==> src/hw/rtl/ghash_pkg.sv <==
// ----------------------------------------------------------------------------
// ghash_pkg
// Shared types and constants for the GHASH accumulator.
// ----------------------------------------------------------------------------
package ghash_pkg;

    localparam int FIELD_BITS         = 128;
    localparam int WORD_BITS          = 64;
    localparam int DIGIT_BITS_DEFAULT = 8;
    localparam int CFG_INDEX_BITS     = 2;
    localparam logic [7:0] GF_POLY_BYTE = 8'hE1;

    localparam logic [1:0] OP_ABSORB = 2'd0;
    localparam logic [1:0] OP_TAIL   = 2'd1;
    localparam logic [1:0] OP_FINISH = 2'd2;

    localparam logic [CFG_INDEX_BITS-1:0] REG_HASH_KEY_FIRST  = 2'd0;
    localparam logic [CFG_INDEX_BITS-1:0] REG_HASH_KEY_SECOND = 2'd1;

    typedef struct packed {
        logic [1:0]  opcode;
        logic [63:0] block_first;
        logic [63:0] block_second;
        logic [31:0] total_bytes;
        logic        tag_mode;
    } item_t;

    typedef struct packed {
        logic [63:0] tag_first;
        logic [63:0] tag_second;
    } tag_t;

    typedef enum logic [1:0] {
        ST_IDLE,
        ST_MUL,
        ST_EMIT
    } state_t;

endpackage

==> src/hw/rtl/ghash_accumulator.sv <==
// ----------------------------------------------------------------------------
// ghash_accumulator
// GF(2^128) GHASH accumulator, GCM bit order, multiplier bits of H consumed
// one digit per cycle from a shift register.
// ----------------------------------------------------------------------------
// Sequence: a finish beat is accepted, the serial multiply runs, then the emit state
// loads the tag register and tag_valid rises from it.
// Beats: absorb, tail and finish each run the full serial multiply, and no new
// beat is taken until it is done; an unused opcode is taken without a multiply,
// and a finish waits while an older tag is stalled. The accumulator feeds the next beat.
// Reset: accumulator, key registers and control clear; no clearing pass.
module ghash_accumulator
    import ghash_pkg::*;
#(
    parameter int DIGIT_BITS = DIGIT_BITS_DEFAULT
) (
    input  logic                      clk,
    input  logic                      rst_n,
    input  logic                      item_valid,
    output logic                      item_stall,
    input  item_t                     item,
    output logic                      tag_valid,
    input  logic                      tag_stall,
    output tag_t                      tag,
    input  logic                      cfg_valid,
    output logic                      cfg_ready,
    input  logic [CFG_INDEX_BITS-1:0] cfg_index,
    input  logic [WORD_BITS-1:0]      cfg_data
);

    localparam int STEPS = (FIELD_BITS + DIGIT_BITS - 1) / DIGIT_BITS;
    localparam int CNT_W = $clog2(STEPS + 1);
    localparam logic [CNT_W-1:0] LAST_STEP = CNT_W'(STEPS - 1);

    state_t                  state_reg, state_next;
    logic [CNT_W-1:0]        step_cnt_reg, step_cnt_next;
    logic [WORD_BITS-1:0]    key_first_reg, key_second_reg;
    logic [FIELD_BITS-1:0]   acc_reg, acc_next;
    logic [FIELD_BITS-1:0]   v_reg, v_next;
    logic [FIELD_BITS-1:0]   z_reg, z_next;
    logic [FIELD_BITS-1:0]   h_sr_reg, h_sr_next;
    logic [FIELD_BITS-1:0]   mask_reg;
    logic                    finish_reg;
    logic                    tag_valid_reg, tag_valid_next;
    tag_t                    tag_reg;

    logic                    accept;
    logic                    load_tag;
    logic [FIELD_BITS-1:0]   v_in;
    logic [WORD_BITS-1:0]    len_bits;

    assign accept   = item_valid && !item_stall;
    assign len_bits = {29'd0, item.total_bytes, 3'd0};
    assign load_tag = (state_reg == ST_EMIT) && (!tag_valid_reg || !tag_stall);

    // next state
    always_comb
    begin
        state_next = state_reg;
        case (state_reg)
            ST_IDLE:
            begin
                if (accept && (item.opcode == OP_ABSORB || item.opcode == OP_TAIL
                               || item.opcode == OP_FINISH))
                begin
                    state_next = ST_MUL;
                end
            end
            ST_MUL:
            begin
                if (step_cnt_reg == LAST_STEP)
                begin
                    state_next = finish_reg ? ST_EMIT : ST_IDLE;
                end
            end
            ST_EMIT:
            begin
                if (load_tag)
                begin
                    state_next = ST_IDLE;
                end
            end
            default:
            begin
                state_next = ST_IDLE;
            end
        endcase
    end

    // outputs
    always_comb
    begin
        item_stall = (state_reg != ST_IDLE);
        cfg_ready  = 1'b1;
        tag_valid  = tag_valid_reg;
        tag        = tag_reg;
    end

    // operand select on accept
    always_comb
    begin
        v_in = acc_reg;
        case (item.opcode)
            OP_ABSORB:
            begin
                v_in = acc_reg ^ {item.block_first, item.block_second};
            end
            OP_FINISH:
            begin
                if (item.tag_mode)
                begin
                    v_in = acc_reg ^ {len_bits, {WORD_BITS{1'b0}}};
                end
                else
                begin
                    v_in = acc_reg ^ {{WORD_BITS{1'b0}}, len_bits};
                end
            end
            default:
            begin
                v_in = acc_reg;
            end
        endcase
    end

    // one digit of the serial multiply
    always_comb
    begin
        logic [FIELD_BITS-1:0] v;
        logic [FIELD_BITS-1:0] z;
        logic                  carry;
        v = v_reg;
        z = z_reg;
        for (int k = 0; k < DIGIT_BITS; k++)
        begin
            if (h_sr_reg[FIELD_BITS-1-k])
            begin
                z = z ^ v;
            end
            carry = v[0];
            v = {1'b0, v[FIELD_BITS-1:1]};
            if (carry)
            begin
                v[FIELD_BITS-1 -: 8] = v[FIELD_BITS-1 -: 8] ^ GF_POLY_BYTE;
            end
        end
        v_next    = v;
        z_next    = z;
        h_sr_next = h_sr_reg << DIGIT_BITS;
    end

    always_comb
    begin
        step_cnt_next  = step_cnt_reg;
        acc_next       = acc_reg;
        tag_valid_next = tag_valid_reg;
        if (tag_valid_reg && !tag_stall)
        begin
            tag_valid_next = 1'b0;
        end
        case (state_reg)
            ST_IDLE:
            begin
                step_cnt_next = '0;
            end
            ST_MUL:
            begin
                step_cnt_next = step_cnt_reg + CNT_W'(1);
                if (step_cnt_reg == LAST_STEP)
                begin
                    step_cnt_next = '0;
                    acc_next      = z_next;
                end
            end
            ST_EMIT:
            begin
                step_cnt_next = '0;
                if (load_tag)
                begin
                    acc_next       = '0;
                    tag_valid_next = 1'b1;
                end
            end
            default:
            begin
                step_cnt_next = '0;
            end
        endcase
    end

    always_ff @(posedge clk or negedge rst_n)
    begin
        if (!rst_n)
        begin
            state_reg      <= ST_IDLE;
            step_cnt_reg   <= '0;
            acc_reg        <= '0;
            key_first_reg  <= '0;
            key_second_reg <= '0;
            tag_valid_reg  <= 1'b0;
            finish_reg     <= 1'b0;
        end
        else
        begin
            state_reg     <= state_next;
            step_cnt_reg  <= step_cnt_next;
            acc_reg       <= acc_next;
            tag_valid_reg <= tag_valid_next;
            if (accept)
            begin
                finish_reg <= (item.opcode == OP_FINISH);
            end
            if (cfg_valid && cfg_ready)
            begin
                if (cfg_index == REG_HASH_KEY_FIRST)
                begin
                    key_first_reg <= cfg_data;
                end
                else if (cfg_index == REG_HASH_KEY_SECOND)
                begin
                    key_second_reg <= cfg_data;
                end
            end
        end
    end

    // datapath, no reset
    always_ff @(posedge clk)
    begin
        if (accept)
        begin
            v_reg    <= v_in;
            z_reg    <= '0;
            h_sr_reg <= {key_first_reg, key_second_reg};
            if (item.opcode == OP_FINISH && item.tag_mode)
            begin
                mask_reg <= {item.block_first, item.block_second};
            end
            else
            begin
                mask_reg <= '0;
            end
        end
        else if (state_reg == ST_MUL)
        begin
            v_reg    <= v_next;
            z_reg    <= z_next;
            h_sr_reg <= h_sr_next;
        end
        if (load_tag)
        begin
            tag_reg <= acc_reg ^ mask_reg;
        end
    end

    // checks
    a_step_range: assert property (@(posedge clk) disable iff (!rst_n)
        (state_reg == ST_MUL) |-> (step_cnt_reg <= LAST_STEP))
        else $error("multiply step counter out of range");

    a_idle_cnt: assert property (@(posedge clk) disable iff (!rst_n)
        (state_reg == ST_IDLE) |-> (step_cnt_reg == '0))
        else $error("step counter not cleared in idle");

    a_emit_clears: assert property (@(posedge clk) disable iff (!rst_n)
        load_tag |=> (acc_reg == '0) && tag_valid_reg)
        else $error("finish did not clear accumulator or raise tag");

    a_mul_start: assert property (@(posedge clk) disable iff (!rst_n)
        (accept && (item.opcode == OP_ABSORB || item.opcode == OP_TAIL))
        |=> (state_reg == ST_MUL))
        else $error("absorb beat did not start multiply");

endmodule
==> config.mk <==
export PLATFORM = sky130hd
export DESIGN_NAME = ghash_accumulator
export DESIGN_NICKNAME = d
export VERILOG_FILES = /design/src/hw/rtl/ghash_pkg.sv /design/src/hw/rtl/ghash_accumulator.sv
export SDC_FILE = /design/constraint.sdc
export NUM_CORES = 2
export LEC_CHECK = 0
export ABC_CLOCK_PERIOD_IN_PS = 9110
export BUFFER_PORTS_ARGS = -buffer_cell sky130_fd_sc_hd__buf_2
export CAP_MARGIN = 5
export CORE_UTILIZATION = 31
export DETAILED_ROUTE_END_ITERATION = 16
export MAX_ROUTING_LAYER = met4
export PLACE_DENSITY = 0.45
export SKIP_LAST_GASP = 1
export SLEW_MARGIN = 20
export SYNTH_ARGS = -nofsm -noshare
export SYNTH_HDL_FRONTEND = slang
export SYNTH_SLANG_ARGS = --single-unit
==> constraint.sdc <==
create_clock -name clk -period 9.11 [get_ports clk]
set_input_delay 0 -clock clk [delete_from_list [all_inputs] [get_ports clk]]
set_output_delay 0 -clock clk [all_outputs]
set_load 0.05 [all_outputs]
### Word level (Yosys, flattened, before mapping)

Index checks and enable logic that the tools add are counted.

* bitwise operators: 21
* equal/unequal tests: 9
* $add $sub $neg: 1
* reduce and logical (&&, ||, !) cells: 21
* muxes and demuxes: 35

Operator list (number)
* $mux 128: 15
* $xor 128x128->128: 10
* $pmux 128 s2: 2
* $xor 128x35->128: 1
* $xor 128x99->128: 1
* $mux 8: 8
* $not 3->4: 8
* $mux 5: 2
* $reduce_and 3->1: 3
* $mux 2: 4
* $eq 2x1->1 const B: 3
* $logic_not 2->1: 3
* $ne 2x2->1 const B: 3
* $pmux 2 s3: 1
* $reduce_bool 2->1: 3
* $add 5x1->5 const B: 1
* $eq 5x4->1 const B: 1
* $logic_and 1x1->1: 5
* $eq 2x2->1 const B: 2
* $logic_not 1->1: 3
* $logic_or 1x1->1: 3
* $mux 1: 3
* $reduce_and 2->1: 1
* $not 1->1: 1

* output and inout bits: 131
* register bits after elaboration: 905
* bits of input ports: 234

### Logic depth before layout (Yosys ltp)

* depth after elaboration: 18
* gate-level depth with buffers: 9

### Worst setup path after synthesis

No wires, ideal clock.

* path type: flip-flop to flip-flop
* from: reg tag_valid_reg, in the netlist tag_valid
* to: reg acc_reg[10]
* setup time: 0.121 ns
* data required time: 8.989 ns
* arrival: 7.987 ns
* stages on the path, launching flop included: 6
* clock period less this slack: 8.108 ns
* path slack: 1.002 ns
* path through: dfrtp_1 > a21oi_1 > nor2_1 > clkbuf_1 > clkbuf_1 > a22o_1

* longest elaborated chain between the ends: 5

RTL lines
* from (decl): RTL line ghash_accumulator.sv:44 `logic tag_valid_reg, tag_valid_next;`
* from (signal assigned): RTL line ghash_accumulator.sv:208 `tag_valid_reg <= tag_valid_next;`
* $logic_not 1->1: RTL line ghash_accumulator.sv:54 `assign load_tag = (state_reg == ST_EMIT) && (!tag_valid_reg || !tag_stall);`
* $logic_or 1x1->1: RTL line ghash_accumulator.sv:54
* $logic_and 1x1->1: RTL line ghash_accumulator.sv:54
* via load_tag: RTL line ghash_accumulator.sv:48 `logic load_tag;`
* $ne 2x2->1 (no source line)
* $reduce_and 3->1 (no source line)
* to (signal assigned): RTL line ghash_accumulator.sv:207 `acc_reg <= acc_next;`
* to (decl): RTL line ghash_accumulator.sv:38 `logic [FIELD_BITS-1:0] acc_reg, acc_next;`

The timed path passes the listed nets, and every way through them passes these cells.
A chain may end at the register's enable or synchronous reset.

### Final worst setup path

* from: reg state_reg[0]
* to: reg mask_reg[59] (enable)

* longest elaborated chain between the ends: 3

RTL lines
* from (decl): RTL line ghash_accumulator.sv:35 `state_t state_reg, state_next;`
* from (signal assigned): RTL line ghash_accumulator.sv:205 `state_reg <= state_next;`
* $reduce_bool 2->1: RTL line ghash_accumulator.sv:93 `item_stall = (state_reg != ST_IDLE);`
* $logic_not 1->1: RTL line ghash_accumulator.sv:52 `assign accept = item_valid && !item_stall;`
* $logic_and 1x1->1: RTL line ghash_accumulator.sv:52
* to (signal assigned): RTL line ghash_accumulator.sv:237 `mask_reg <= {item.block_first, item.block_second};`
* to (decl): RTL line ghash_accumulator.sv:42 `logic [FIELD_BITS-1:0] mask_reg;`

Every way passes these cells.

==> results.cfg <==
[worst_setup_path]
cp.arrival_ns = 4.35
crit_path_max_fanout = 125
start_kind = register
worstPathCellList = nor2_1, nand2_4, inv_8, buf_4
r2r_cells = 4
end_kind = register
required_ns = 9.45
cp_num_buf_inv = 2
rr_endpoint = mask_reg[59]
r2r-start = state_reg[0]
path_class = register to register
slowest_delay_ns = 0.80
reg2reg_slack_ns = 5.11
cp_top_family = buffers and inverters
cp_slowest_cell = buf_4

[timing]
hold-worst-slack_ns = 0.0373
setup-tns-final_ns = 0
clock.fmax_ghz = 0.250
report.final.hold_viol_count = 0
timing.final.crit_period_ns = 4.00
clock_skew_ns = 0.0683
slew_violations = 0
rsz0062_at_grt = no
fin_ws_ns = 5.11
fin_crit_sh_pct = 43.9
worstMarginPinSlew_ns = 1.10
setup_viol_count_final = 0
relSlewSlack_pct = 26.5

[power_and_ir_drop]
p_sw_w = 0.0121
pwr-share-seq_pct = 28.4
power_density_mw_per_mm2 = 470
sw_frac_of_total_pct = 42.9
clkPwrFrac_pct = 16.5
p_leak_nw = 23.7
ir_worst_vdd_mv = 0.285
internal-power_w = 0.0162
power_frac_comb_pct = 55.1

[cts]
root_buffer = clkbuf_16
cts-buffers-inserted = 109
cts_tree = done
cts_buffer_depth = 3
clk_pin_slew_ns = 0.06
cts_sinks = 905
h-tree-depth = 3
clk_latency_ns = 0.76
post_cts_buffers = 0
post_cts_resize_count = 0

[grt]
grt_max_degree = 192
grt_pass1_vias = 36200
grt_usage_pct = 20.4
grt_pass1_wl_um = 245000
antenna_found_initial = 21
grt_overflow = 0

[place]
dp_hpwl_um = 101000
port_buffers = 363
place_ws_ns = 4.99
gp_routability_congestion = 0.796

[logic_synthesis]
synth_cell_types = 44
yosys_warnings = 0
async_flop_share_pct = 29.3
synth_edf_count = 512
synth_flop_cell = edfxtp_1
ys_ff_latch = 905
seq_area_frac_synth_pct = 48.9
synthCells = 5146
synth_nets = 5381
netlist_area_mm2 = 0.0502
postSynthAreaPerCell_um2 = 9.76
yosys.area.top_type = edfxtp_1
synth_top_area_share_pct = 30.6
yosys-top-cells-area = edfxtp_1 31%, dfrtp_1 13%, xnor2_1 13%, nand2_1 13%, xor2_1 9.2%

[detailed_routing]
drc_errors = 0
wl_per_cell_um = 21.1
wl_um = 164000
drt_first_pass_iters = 8
ant_nets = 0
viasPerCell = 4.69
drt-initial-drc-count = 2541
vias = 36600

[die]
die_area_mm2 = 0.164
core-area_mm2 = 0.161
initial_core_util_pct = 31.2
ioPinCount = 365
die_x_um = 404
placement_rows = 147
die_height_um = 404

[finish]
drive_gt1_share_pct = 12.9
nets = 5758
fillers = 16100
layout_common_cells = 1691 x nand2_1, 751 x xnor2_1, 529 x xor2_1
area_delta_synth_final_pct = 20.0
final_common_cell = nand2_1

[min_path]
holdPathEnd = v_reg[98]
hp-start = item[32]
min_path_cells = 4
min_path_type = input pin to register

[run]
drv_cap = 0

[status]
status = finished, final reports clean
[cell usage after synthesis (40+ instances only)]
master and number:
a22o_1 95, a22oi_1 64, and2_1 129, buf_2 97, clkbuf_1 303, dfrtp_1 265
dfxtp_1 128, edfxtp_1 512, mux2_2 128, nand2_1 1693, nand3_1 40, o21ai_0 189
o2bb2ai_1 95, xnor2_1 751, xor2_1 529
[stage by stage]
step | cells | power (W) | cell area [um2] | util, %
2_1_floorplan | 5146 | 0.0201 | 50200 | -
3_3_place_gp | 7290 | 0.0235 | 53500 | 33.3
3_5_place_dp | 7290 | 0.0237 | 53500 | 33.3
4_1_cts | 7778 | 0.0286 | 60200 | 37.4
5_1_grt | 7789 | 0.0303 | 60200 | 37.5
6_report | 7791 | 0.0283 | 60200 | 37.5
[what timing repair did]
| item | 4_1_cts | 5_1_grt |
|---|---|---|
| endpoints found under the setup margin | 0 | 0 |
| hold buffers | 281 | 1 |
| endpoints found under the hold margin | 664 | 1 |
[cells by family after synthesis]
group	count (synthesis)	share of synthesized area (%)
compound gates	480	6.58
other cells	1	0.00747
xor+xnor	1292	22.8
buf+inv	424	3.49
fa+ha+maj	1	0.0249
flops	905	48.9
mux	131	2.93
simple gates	1912	15.2
[cell type report]
class | instances | area (um2) | share of cell area, %
Sequential cell | 905 | 24600 | 40.8
Tap cell | 2160 | 2700 | 4.49
Clock inverter | 65 | 858 | 1.42
Multi-Input combinational cell | 3817 | 24000 | 39.8
Inverter | 8 | 37.5 | 0.0623
Clock buffer | 142 | 2980 | 4.95
Antenna cell | 12 | 30.0 | 0.0499
Timing Repair Buffer | 682 | 5080 | 8.44
[power groups by stage]
| stage | registers, W | clock network [W] | logic [W] |
|---|---|---|---|
| final | 0.00805 | 0.00467 | 0.0156 |
| after global routing | 0.00823 | 0.00493 | 0.0172 |
| after CTS | 0.00805 | 0.00478 | 0.0157 |
| after detailed placement | 0.00811 | 0 | 0.0156 |
| after global placement | 0.00812 | 0 | 0.0154 |
| after floorplan | 0.00698 | 0 | 0.0131 |
[worst reg2reg max path, stage by stage (launching register included)]
cell	delay (ns)
dfrtp_1	0.43
nor2_1	0.79
nand2_4	0.55
inv_8	0.74
buf_4	1.07
[worst max-delay path by stage]
stage | start | end | slack, ns | cells past startpoint
2_1_floorplan | tag_valid | acc_reg[10] | 1.00 | 5
3_3_place_gp | state_reg[0] | mask_reg[2] | 5.06 | 4
3_5_place_dp | state_reg[0] | h_sr_reg[77] | 4.99 | 6
4_1_cts | state_reg[0] | mask_reg[2] | 5.01 | 4
5_1_grt | state_reg[0] | mask_reg[59] | 4.84 | 4
6_report | state_reg[0] | mask_reg[59] | 5.11 | 4
[per-layer routing]
layer / vias to the layer above / routed length, um / GRT usage (%)
met1: 17900 / 79800 / 28.9
met3: 214 / 8300 / 2.72
met5: - / 0 / -
met4: 0 / 4410 / 5.27
li1: 17500 / - / -
met2: 1023 / 71900 / 30.5
Power figures use the tool's default switching activity.
